## src/hw/rtl/assert_macros.svh

```systemverilog
// Assertion macros used by the top level of the Huffman code builder.
`ifndef ASSERT_MACROS_SVH
`define ASSERT_MACROS_SVH

// Checks a condition at every clock edge outside reset.
`define HCB_ASSERT_ALWAYS(label, cond, msg) \
    label: assert property (@(posedge aclk) disable iff (!aresetn) (cond)) else $error(msg);

// Checks a condition in the cycle after a trigger.
`define HCB_ASSERT_NEXT(label, trig, cond, msg) \
    label: assert property (@(posedge aclk) disable iff (!aresetn) (trig) |=> (cond)) \
        else $error(msg);

`endif

```

## src/hw/rtl/hcb_pkg.sv

```systemverilog
// Package with the constants and types of the Huffman code builder.
package hcb_pkg;
    localparam int MAX_SYMBOLS = 64;
    localparam int FREQ_BITS   = 24;
    localparam int NODE_COUNT  = 2 * MAX_SYMBOLS - 1;
    localparam int SYM_W       = 8;
    localparam int FREQ_W      = 24;
    localparam int WEIGHT_W    = 30;
    localparam int NODE_W      = 7;
    localparam int LEAF_AW     = 6;
    localparam int DEPTH_W     = 6;
    localparam int CODE_W      = 63;
    localparam int COUNT_W     = 7;
    localparam int WENTRY_W    = WEIGHT_W + 1;
    localparam int CHILD_W     = 2 * NODE_W;
    localparam int STACK_W     = CODE_W + DEPTH_W + NODE_W;

    typedef struct packed {
        logic                have1;
        logic                have2;
        logic [WEIGHT_W-1:0] w1;
        logic [NODE_W-1:0]   i1;
        logic [WEIGHT_W-1:0] w2;
        logic [NODE_W-1:0]   i2;
    } pair_t;
endpackage

```

## src/hw/rtl/hcb_min2.sv

```systemverilog
// Tracker of the two lightest live nodes seen during one scan of the weight memory.
module hcb_min2 (
    input  logic                         aclk,
    input  logic                         aresetn,
    input  logic                         clear,
    input  logic                         in_valid,
    input  logic [hcb_pkg::NODE_W-1:0]   in_idx,
    input  logic                         in_alive,
    input  logic [hcb_pkg::WEIGHT_W-1:0] in_weight,
    output hcb_pkg::pair_t               pair
);
    hcb_pkg::pair_t pair_reg;
    hcb_pkg::pair_t pair_next;

    // Indices arrive in increasing order, so a tie keeps the earlier node.
    always_comb begin
        pair_next = pair_reg;
        if (clear) begin
            pair_next.have1 = 1'b0;
            pair_next.have2 = 1'b0;
        end else if (in_valid && in_alive) begin
            if (!pair_reg.have1 || in_weight < pair_reg.w1) begin
                pair_next.have2 = pair_reg.have1;
                pair_next.w2    = pair_reg.w1;
                pair_next.i2    = pair_reg.i1;
                pair_next.have1 = 1'b1;
                pair_next.w1    = in_weight;
                pair_next.i1    = in_idx;
            end else if (!pair_reg.have2 || in_weight < pair_reg.w2) begin
                pair_next.have2 = 1'b1;
                pair_next.w2    = in_weight;
                pair_next.i2    = in_idx;
            end
        end
    end

    always_ff @(posedge aclk) begin
        if (!aresetn) begin
            pair_reg.have1 <= 1'b0;
            pair_reg.have2 <= 1'b0;
        end else begin
            pair_reg <= pair_next;
        end
    end

    assign pair = pair_reg;
endmodule

```

## config.mk

```make
export PLATFORM = sky130hd
export DESIGN_NAME = hcb_min2
export DESIGN_NICKNAME = d
export VERILOG_FILES = /design/src/hw/rtl/assert_macros.svh /design/src/hw/rtl/hcb_pkg.sv /design/src/hw/rtl/hcb_min2.sv
export SDC_FILE = /design/constraint.sdc
export NUM_CORES = 1
export LEC_CHECK = 0
export ABC_AREA = 1
export BUFFER_PORTS_ARGS = -buffer_cell sky130_fd_sc_hd__buf_2
export CORE_MARGIN = 2
export CORE_UTILIZATION = 24
export CTS_BUF_LIST = sky130_fd_sc_hd__clkbuf_8
export CTS_CLUSTER_DIAMETER = 120
export DETAILED_ROUTE_END_ITERATION = 8
export PLACE_DENSITY = 0.53
export SETUP_SLACK_MARGIN = 0.05
export SYNTH_ARGS = -nofsm -noshare
export SYNTH_HDL_FRONTEND = slang
export SYNTH_SLANG_ARGS = --single-unit
```

## constraint.sdc

```tcl
create_clock -name aclk -period 2.4 [get_ports aclk]
set_input_delay 0.24 -clock aclk [delete_from_list [all_inputs] [get_ports aclk]]
set_output_delay 0.24 -clock aclk [all_outputs]
set_load 0.1 [all_outputs]
```

==> metrics.md, run 1 <==
| Metric | Value |
|---|---|
| CP endpoint kind | register |
| Core Footprint | 0.0186 mm2 |
| Syn_area_per_cell | 9.05 um2 |
| Most used cell, CP | nand2_2 |
| Clk Latency, worst-skew pair | 0.37 ns |
| Cells after synthesis | 500 |
| Yosys warns | 0 |
| HP Class | input pin to register |
| N_diodes | 0 |
| Max-cap check violation count | 0 |
| Worst Clk Skew | 0.00858 ns |
| First-pass iteration count of the detailed router | 4 |
| Tmin final | 2.22 ns |
| Row count | 50 |
| Sequential cell area | 0.00226 mm2 |
| Max FFs per register | 76 |
| CTS tree | yes |
| Largest net degree at the start of global routing | 24 |
| Commonest non-fill, non-tap cells in the layout | nand2_1, buf_2, inv_1 |
| Crit path cell chain | inv_1 -> ha_1 -> nand2_2 -> nor2_4 -> nand2_2 -> nor2_1 -> nand2_1 -> nand2_2 -> nand2_1 -> nand2_2 -> nand2_4 -> nand2_4 -> clkinvlp_4 -> buf_12 -> clkbuf_16 |
| Mapped cell area | 0.00452 mm2 |
| Num ports | 118 |
| Fillers | 1966 |
| Final setup viols | 0 |
| Share of layout cells above drive strength 1 | 26.3% |
| CTS max path bufs | 2 |
| #FFs+latches synth | 76 |
| Max rail drop VDD | 0.241 mV |
| Library cells used by synthesis | 18 |
| Max Slew Vio Count | 0 |
| First-pass GRT wire length | 18900 um |
| Initial antenna violation count | 0 |
| Final net count | 734 |
| Crit-path leading delay family | simple AND/OR/NAND/NOR gates |
| CP max-delay cell | edfxtp_1 |
| Fin crit share | 92.5% |
| Sequential area share after synthesis | 50.0% |
| Critical path origin | pair[57] |
| Power per cell area | 529 mW/mm2 |
| Gr ovfl total | 0 |
| Die H | 141 um |
| Global Route Usage Sum | 12.6% |
| Routed wire per std cell | 14.5 um |
| Final wirelength | 12700 um |
| RR Startpoint | pair[57] |
| Final Hold Viols | 0 |
| Multi-input combinational cell area | 0.00189 mm2 |
| Min-delay src | in_idx[6] |
| CP Buf/Inv Count | 4 |
| DP Area | 0.00543 mm2 |
| Via density | 4.10 |
| Commonest non-fill, non-tap cell in the layout | nand2_1 |
| Static leakage | 2.94 nW |
| Die W | 141 um |
| Via count | 3583 |
| Startpoint class of the critical path | register |
| Clock-pin transition on the worst setup and hold timing paths | 0.08 ns |
| IO Port Bufs | 117 |
| Synth Net Count | 600 |
| Worst path required time | 2.54 ns |
| Final Wtd Congestion | 0.719 |
| Slew of the pin with the lowest slew margin | 0.531 ns |
| Fin area | 0.00581 mm2 |
| Fmax achieved | 0.450 GHz |
| H-tree Lvls | 3 |
| Drt initial violations | 127 |
| Power, Total | 3.07 mW |
| Fin Hold WS | 0.0615 ns |
| Unrepaired setup endpoints after global routing | false |
| Vias in the first global route | 3556 |
| Die area | 0.0200 mm2 |
| Status | finished clean |
| CTS Buf Count | 9 |
| Initial core utilization | 24.3% |
| Worst Path Max Fanout | 6 |
| Hpwl dp | 9190 um |
| Max incr delay on CP | 0.35 ns |
| Drt drc | 0 |
| Critical path arrival | 2.36 ns |
| Relative slew slack | 64.8% |
| Area Overhead vs Synth | 28.4% |
| Root buf cell | clkbuf_8 |
| Hold_buf cts | 0 |
| Critical path class | register to register |
| CTS sink count | 76 |
| Final antenna-violating net count | 0 |
==> Yosys cell counts <==
cell type | instances | area, um2
a21oi_1 | 18 | 90.1
o21ai_0 | 4 | 20.0
clkbuf_1 | 3 | 11.3
ha_1 | 58 | 726
nor2_2 | 3 | 18.8
inv_1 | 92 | 345
buf_2 | 1 | 5.00
buf_6 | 7 | 78.8
nor2_1 | 17 | 63.8
buf_1 | 1 | 3.75
nand4_1 | 2 | 12.5
nor3_1 | 2 | 10.0
nand2_1 | 169 | 634
nand3_1 | 43 | 215
dfxtp_1 | 2 | 40.0
o21a_1 | 1 | 7.51
edfxtp_1 | 74 | 2220
nand2_2 | 3 | 18.8
==> metal layers <==
layer	up-vias	part of all wire (%)	global-route usage (%)
met1	1598	49	16.7
met2	88	45	19.8
met4	0	1.5	4.95
met5	-	0	0
met3	14	5.1	3.27
li1	1883	-	-
==> power by group <==
group	leakage, nW	internal, mW	switching [mW]
Sequential	0.692	1.49	0.0213
Combinational	2.15	0.151	0.439
Clock	0.0892	0.465	0.508
==> what timing repair did <==
item,CTS,global route
gates resized for setup,0,18
endpoints found under the setup margin,0,111
buffers inserted,0,3
==> per-stage QoR <==
step | utilization, % | worst slack [ns] | setup TNS [ns] | std cells
after global routing | 31.3 | 0.0459 | 0 | 873
after CTS | 30.2 | 0.138 | 0 | 866
after floorplan | - | -0.682 | -53.24 | 500
after global placement | 29.2 | 0.188 | 0 | 850
final | 31.3 | 0.180 | 0 | 873
after detailed placement | 29.2 | 0.164 | 0 | 850
==> worst paths after layout <==
kind / cells after the start / to / slack (ns)
worst max-delay path: 15 / pair[54] / 0.18
worst min-delay path: 1 / pair[43] / 0.06
worst max register to register: 15 / pair[54] / 0.18
worst min register to register: 2 / pair[6] / 0.54
==> cell families after synthesis <==
group | share of synthesized area (%)
AND/OR/NAND/NOR | 21.5
buffers and inverters | 9.82
flip-flops | 50.0
adder cells (fa/ha/maj) | 16.0
AO/OA/AOI/OAI | 2.60
==> cell type report <==
type,instances,area share [%]
clock buffers,9,2.13
repair buffers,135,14.4
clock inverters,7,0.991
flip-flops and latches,76,39.0
inverters,92,6.01
well taps,234,5.04
multi-input cells,320,32.5
Note: power is estimated with default switching activity, not from simulation.
==> run 2: changes to the inputs <==
--- a/config.mk
+++ b/config.mk
@@ -13,7 +13,7 @@
 export CTS_CLUSTER_DIAMETER = 120
 export DETAILED_ROUTE_END_ITERATION = 8
 export PLACE_DENSITY = 0.53
-export SETUP_SLACK_MARGIN = 0.05
+export SETUP_SLACK_MARGIN = 0.3
 export SYNTH_ARGS = -nofsm -noshare
 export SYNTH_HDL_FRONTEND = slang
 export SYNTH_SLANG_ARGS = --single-unit
==> metrics.md, run 2 (same netlist as run 1, synthesis figures left out) <==
| Metric | Value |
|---|---|
| Root buf cell | clkbuf_8 |
| Max FFs per register | 76 |
| Worst Path Max Fanout | 15 |
| Initial antenna violation count | 0 |
| Status | finished clean |
| Unrepaired setup endpoints after global routing | true |
| Clk Latency, worst-skew pair | 0.37 ns |
| Final wirelength | 12700 um |
| Clock-pin transition on the worst setup and hold timing paths | 0.08 ns |
| Share of layout cells above drive strength 1 | 27.6% |
| Global Route Usage Sum | 12.9% |
| Max rail drop VDD | 0.242 mV |
| Largest net degree at the start of global routing | 24 |
| H-tree Lvls | 3 |
| Die area | 0.0200 mm2 |
| Drt initial violations | 106 |
| Die H | 141 um |
| Max-cap check violation count | 0 |
| Power per cell area | 525 mW/mm2 |
| First-pass iteration count of the detailed router | 5 |
| Static leakage | 2.97 nW |
| Hpwl dp | 9190 um |
| Die W | 141 um |
| Final antenna-violating net count | 0 |
| Hold_buf cts | 0 |
| Tmin final | 2.16 ns |
| Via density | 4.11 |
| Gr ovfl total | 0 |
| Max Slew Vio Count | 0 |
| Register-to-register setup slack | 0.24 ns |
| Area Overhead vs Synth | 29.8% |
| N_diodes | 0 |
| Commonest non-fill, non-tap cells in the layout | nand2_1, buf_2, inv_1 |
| HP Class | input pin to register |
| Num ports | 118 |
| Fillers | 1966 |
| Critical path class | register to register |
| Startpoint class of the critical path | register |
| Vias in the first global route | 3599 |
| Final net count | 740 |
| IO Port Bufs | 117 |
| Critical path arrival | 2.25 ns |
| CTS max path bufs | 2 |
| Relative slew slack | 64.8% |
| Worst path required time | 2.48 ns |
| First-pass GRT wire length | 19200 um |
| Slew of the pin with the lowest slew margin | 0.531 ns |
| CTS tree | yes |
| Row count | 50 |
| Core Util, Final | 31.6% |
| CP endpoint kind | register |
| Final Hold Viols | 0 |
| Final Wtd Congestion | 0.719 |
| CTS sink count | 76 |
| Routed wire per std cell | 14.5 um |
| Worst Clk Skew | 0.00881 ns |
| Core Footprint | 0.0186 mm2 |
| Commonest non-fill, non-tap cell in the layout | nand2_1 |
| Drt drc | 0 |
| Fin Hold WS | 0.0619 ns |
| Via count | 3611 |
| CTS Buf Count | 9 |
| Fin crit share | 90.2% |
| Initial core utilization | 24.3% |
| Final setup viols | 0 |
| Fmax achieved | 0.462 GHz |
==> run 2: layer usage <==
layer,part of all wire (%),vias to the layer above,global-route usage (%)
li1,-,1894,-
met1,49,1619,17.1
met2,45,84,20.2
met3,4.9,14,3.27
met4,1.5,0,4.95
met5,0,-,0
==> run 2: what timing repair did <==
action | in CTS | in global routing
setup buffers | 7 | 4
cloned | 1 | 1
resized for setup | 17 | 13
setup endpoints to repair | 111 | 111
pin swaps | 5 | 7
==> run 2: power by group <==
part | switching, mW | internal [mW]
sequential | 0.0211 | 1.49
combinational | 0.443 | 0.157
clock | 0.508 | 0.465
==> run 2: final cells by class <==
type                            count  area (um2)  area share, %
Clock buffer                        9         124           2.11
Clock inverter                      7        57.6          0.980
Inverter                           92         349           5.95
Multi-Input combinational cell    320        1920           32.7
Sequential cell                    76        2260           38.6
Tap cell                          234         293           4.99
Timing Repair Buffer              141         865           14.7
==> run 2: worst paths after layout <==
check,from,to,cells past startpoint
hold reg to reg,pair[43],pair[6],2
setup reg to reg,pair[57],pair[41],15
setup / recovery,pair[57],pair[41],15
hold / removal,in_idx[6],pair[43],1
==> run 2: worst max-delay path: stages (launching register included) <==
cell,delay [ns]
edfxtp_1,0.35
inv_1,0.05
ha_1,0.31
nand2_2,0.11
inv_1,0.04
nand2_1,0.07
nand3_2,0.09
nor2_1,0.12
nand2_2,0.09
nand2_2,0.06
nand2_2,0.08
nand2_4,0.08
nand2_4,0.06
clkinvlp_4,0.09
buf_4,0.11
buf_12,0.14
==> run 2: per-stage QoR <==
step                power [mW]  setup slack [ns]  setup TNS [ns]  instances  instance area [um2]
CTS                       3.14             0.216               0        874                 5750
detailed placement        2.11             0.164               0        850                 5430
global route              3.24            0.0906               0        879                 5870
finish                    3.08             0.236               0        879                 5870
floorplan                 1.95            -0.682          -53.24        500                 4540
global placement          2.11             0.188               0        850                 5430
==> run 3: changes to the inputs <==
--- a/config.mk
+++ b/config.mk
@@ -7,6 +7,7 @@
 export LEC_CHECK = 0
 export ABC_AREA = 1
 export BUFFER_PORTS_ARGS = -buffer_cell sky130_fd_sc_hd__buf_2
+export CORE_ASPECT_RATIO = 1.75
 export CORE_MARGIN = 2
 export CORE_UTILIZATION = 24
 export CTS_BUF_LIST = sky130_fd_sc_hd__clkbuf_8
==> metrics.md, run 3 (same netlist as run 1, synthesis figures left out) <==
| Metric | Value |
|---|---|
| Core Footprint | 0.0185 mm2 |
| Switching Share | 30.0% |
| Final Wtd Congestion | 0.776 |
| Static leakage | 3.11 nW |
| Startpoint class of the critical path | register |
| Sequential group share of total power | 45.7% |
| Setup WS post-layout | 0.265 ns |
| Max rail drop VDD | 0.202 mV |
| Clk Latency, worst-skew pair | 0.37 ns |
| Comb power frac | 19.7% |
| Critical path class | register to register |
| N_diodes | 0 |
| R2r endpoint | pair[34] |
| Commonest non-fill, non-tap cell in the layout | nand2_1 |
| Switching power | 0.991 mW |
| Worst Path Max Fanout | 13 |
| Unrepaired setup endpoints after global routing | true |
| Die H | 186 um |
| Tmin final | 2.13 ns |
| Register-to-register setup slack | 0.27 ns |
| Pre-CTS WS | 0.0837 ns |
| First-pass GRT wire length | 19900 um |
| Slew of the pin with the lowest slew margin | 0.519 ns |
| P_int | 2.32 mW |
| Hpwl dp | 9450 um |
| Dpl cells | 853 |
| Cells on worst reg2reg path | 15 |
| Max-cap check violation count | 0 |
| Critical path arrival | 2.26 ns |
| Die area | 0.0200 mm2 |
| CP endpoint kind | register |
| Max FFs per register | 76 |
| Num ports | 118 |
| Initial antenna violation count | 0 |
| Share of layout cells above drive strength 1 | 33.2% |
| Fin crit share | 88.9% |
| Clock power share | 34.6% |
| Worst Hold End | pair[43] |
| Fmax achieved | 0.468 GHz |
| H-tree Lvls | 3 |
| Most used cell, CP | nand2_2 |
| Final setup viols | 0 |
| Power per cell area | 531 mW/mm2 |
| Worst Clk Skew | 0.0193 ns |
| Global Route Usage Sum | 13.5% |
| Root buf cell | clkbuf_8 |
| Relative slew slack | 65.6% |
| Final antenna-violating net count | 0 |
| Commonest non-fill, non-tap cells in the layout | nand2_1, buf_2, inv_1 |
| Max incr delay on CP | 0.39 ns |
| CTS sink count | 76 |
| HP Class | input pin to register |
| Hold_buf cts | 0 |
| Via density | 4.21 |
| Status | finished clean |
| Area Overhead vs Synth | 37.7% |
| CTS tree | yes |
| Row count | 66 |
| Crit path cell chain | inv_2 -> ha_4 -> nand2_4 -> nor2_4 -> nand2_2 -> nor2_2 -> nand2_1 -> nand2_2 -> nand2_2 -> nand2_2 -> nand2_4 -> buf_6 -> clkbuf_16 -> nand2_1 -> nand2_1 |
| Final Hold Viols | 0 |
| Vias in the first global route | 3763 |
| Drt drc | 0 |
| First-pass iteration count of the detailed router | 4 |
| Setup TNS | 0 ns |
| Fillers | 2016 |
| Final net count | 751 |
| Largest net degree at the start of global routing | 28 |
| Min-delay src | in_idx[6] |
| Routed wire per std cell | 15.0 um |
| Hold Path Stages | 1 |
| Clock-pin transition on the worst setup and hold timing paths | 0.09 ns |
| Worst path required time | 2.52 ns |
| CP max-delay cell | edfxtp_1 |
| Drt initial violations | 108 |
| CTS max path bufs | 2 |
| Die W | 108 um |
| Gr ovfl total | 0 |
| Initial core utilization | 24.5% |
| Max Slew Vio Count | 0 |
| CTS Buf Count | 9 |
| Core Util, Final | 33.7% |
| Fin cells | 894 |
| Final wirelength | 13400 um |
| RR Startpoint | pair[55] |
| Power, Total | 3.31 mW |
| IO Port Bufs | 117 |
| Via count | 3760 |
## run 3: cell types whose count changed in the layout (fill, tap and decap cells not counted), moves of 3 or more
cell / before / now
buf_12: 4 / 7
clkinv_1: 4 / 0
ha_4: 3 / 7
a21oi_2: 0 / 3
buf_4: 16 / 20
nor2_2: 3 / 6
nor2_1: 15 / 11
inv_2: 1 / 4
ha_1: 55 / 51
a21oi_1: 18 / 15
nand2_2: 8 / 15
nand2_1: 161 / 152
## run 3: critical path, delay by kind of cell, from the launching register on
kind	cells	cell delay (ns)
flip-flops	1	0.39
AND/OR/NAND/NOR	11	0.82
adder cells (fa/ha/maj)	1	0.27
buffers and inverters	3	0.40
## run 3: how the worst max path moves through the flow
stage                         from        to  depth (start not counted)
after CTS                 pair[47]  pair[48]                         14
after global placement    pair[48]   pair[5]                         14
after detailed placement  pair[48]  pair[10]                         14
after floorplan           pair[71]  pair[37]                         12
final                     pair[55]  pair[34]                         15
after global routing      pair[53]  pair[48]                         14
## run 3: repair_timing
| item | in CTS | in global routing |
|---|---|---|
| gates resized for setup | 31 | 28 |
| buffers inserted | 13 | 7 |
| gates cloned | 2 | 3 |
| endpoints found under the setup margin | 111 | 111 |
| pin swaps | 3 | 13 |
## run 3: power groups by stage
stage	combinational [mW]	sequential [mW]	clock (mW)
after detailed placement	0.578	1.54	0
final	0.654	1.51	1.14
after global routing	0.717	1.52	1.24
after floorplan	0.196	1.76	0
after CTS	0.628	1.51	1.19
after global placement	0.576	1.54	0
## run 3: area by class of cell
class / instances / area, um2 / share of cell area, %
Inverter: 92 / 349 / 5.60
Timing Repair Buffer: 152 / 1040 / 16.7
Tap cell: 238 / 298 / 4.78
Sequential cell: 76 / 2260 / 36.3
Clock buffer: 11 / 151 / 2.43
Multi-Input combinational cell: 320 / 2050 / 32.9
Clock inverter: 5 / 76.3 / 1.23
## run 3: routing by layer
| metal | part of all wire [%] | global-route usage [%] | up-vias |
|---|---|---|---|
| li1 | - | - | 1916 |
| met1 | 39 | 14.4 | 1746 |
| met2 | 55 | 25.9 | 82 |
| met3 | 4.0 | 2.63 | 16 |
| met4 | 1.9 | 4.46 | 0 |
| met5 | 0 | 0 | - |
## run 3: stage by stage
step                hold slack, ns  area [um2]
detailed placement           0.435        5450
floorplan                    0.339        4540
CTS                         0.0441        5980
global placement             0.433        5450
global route                0.0373        6230
finish                      0.0640        6230
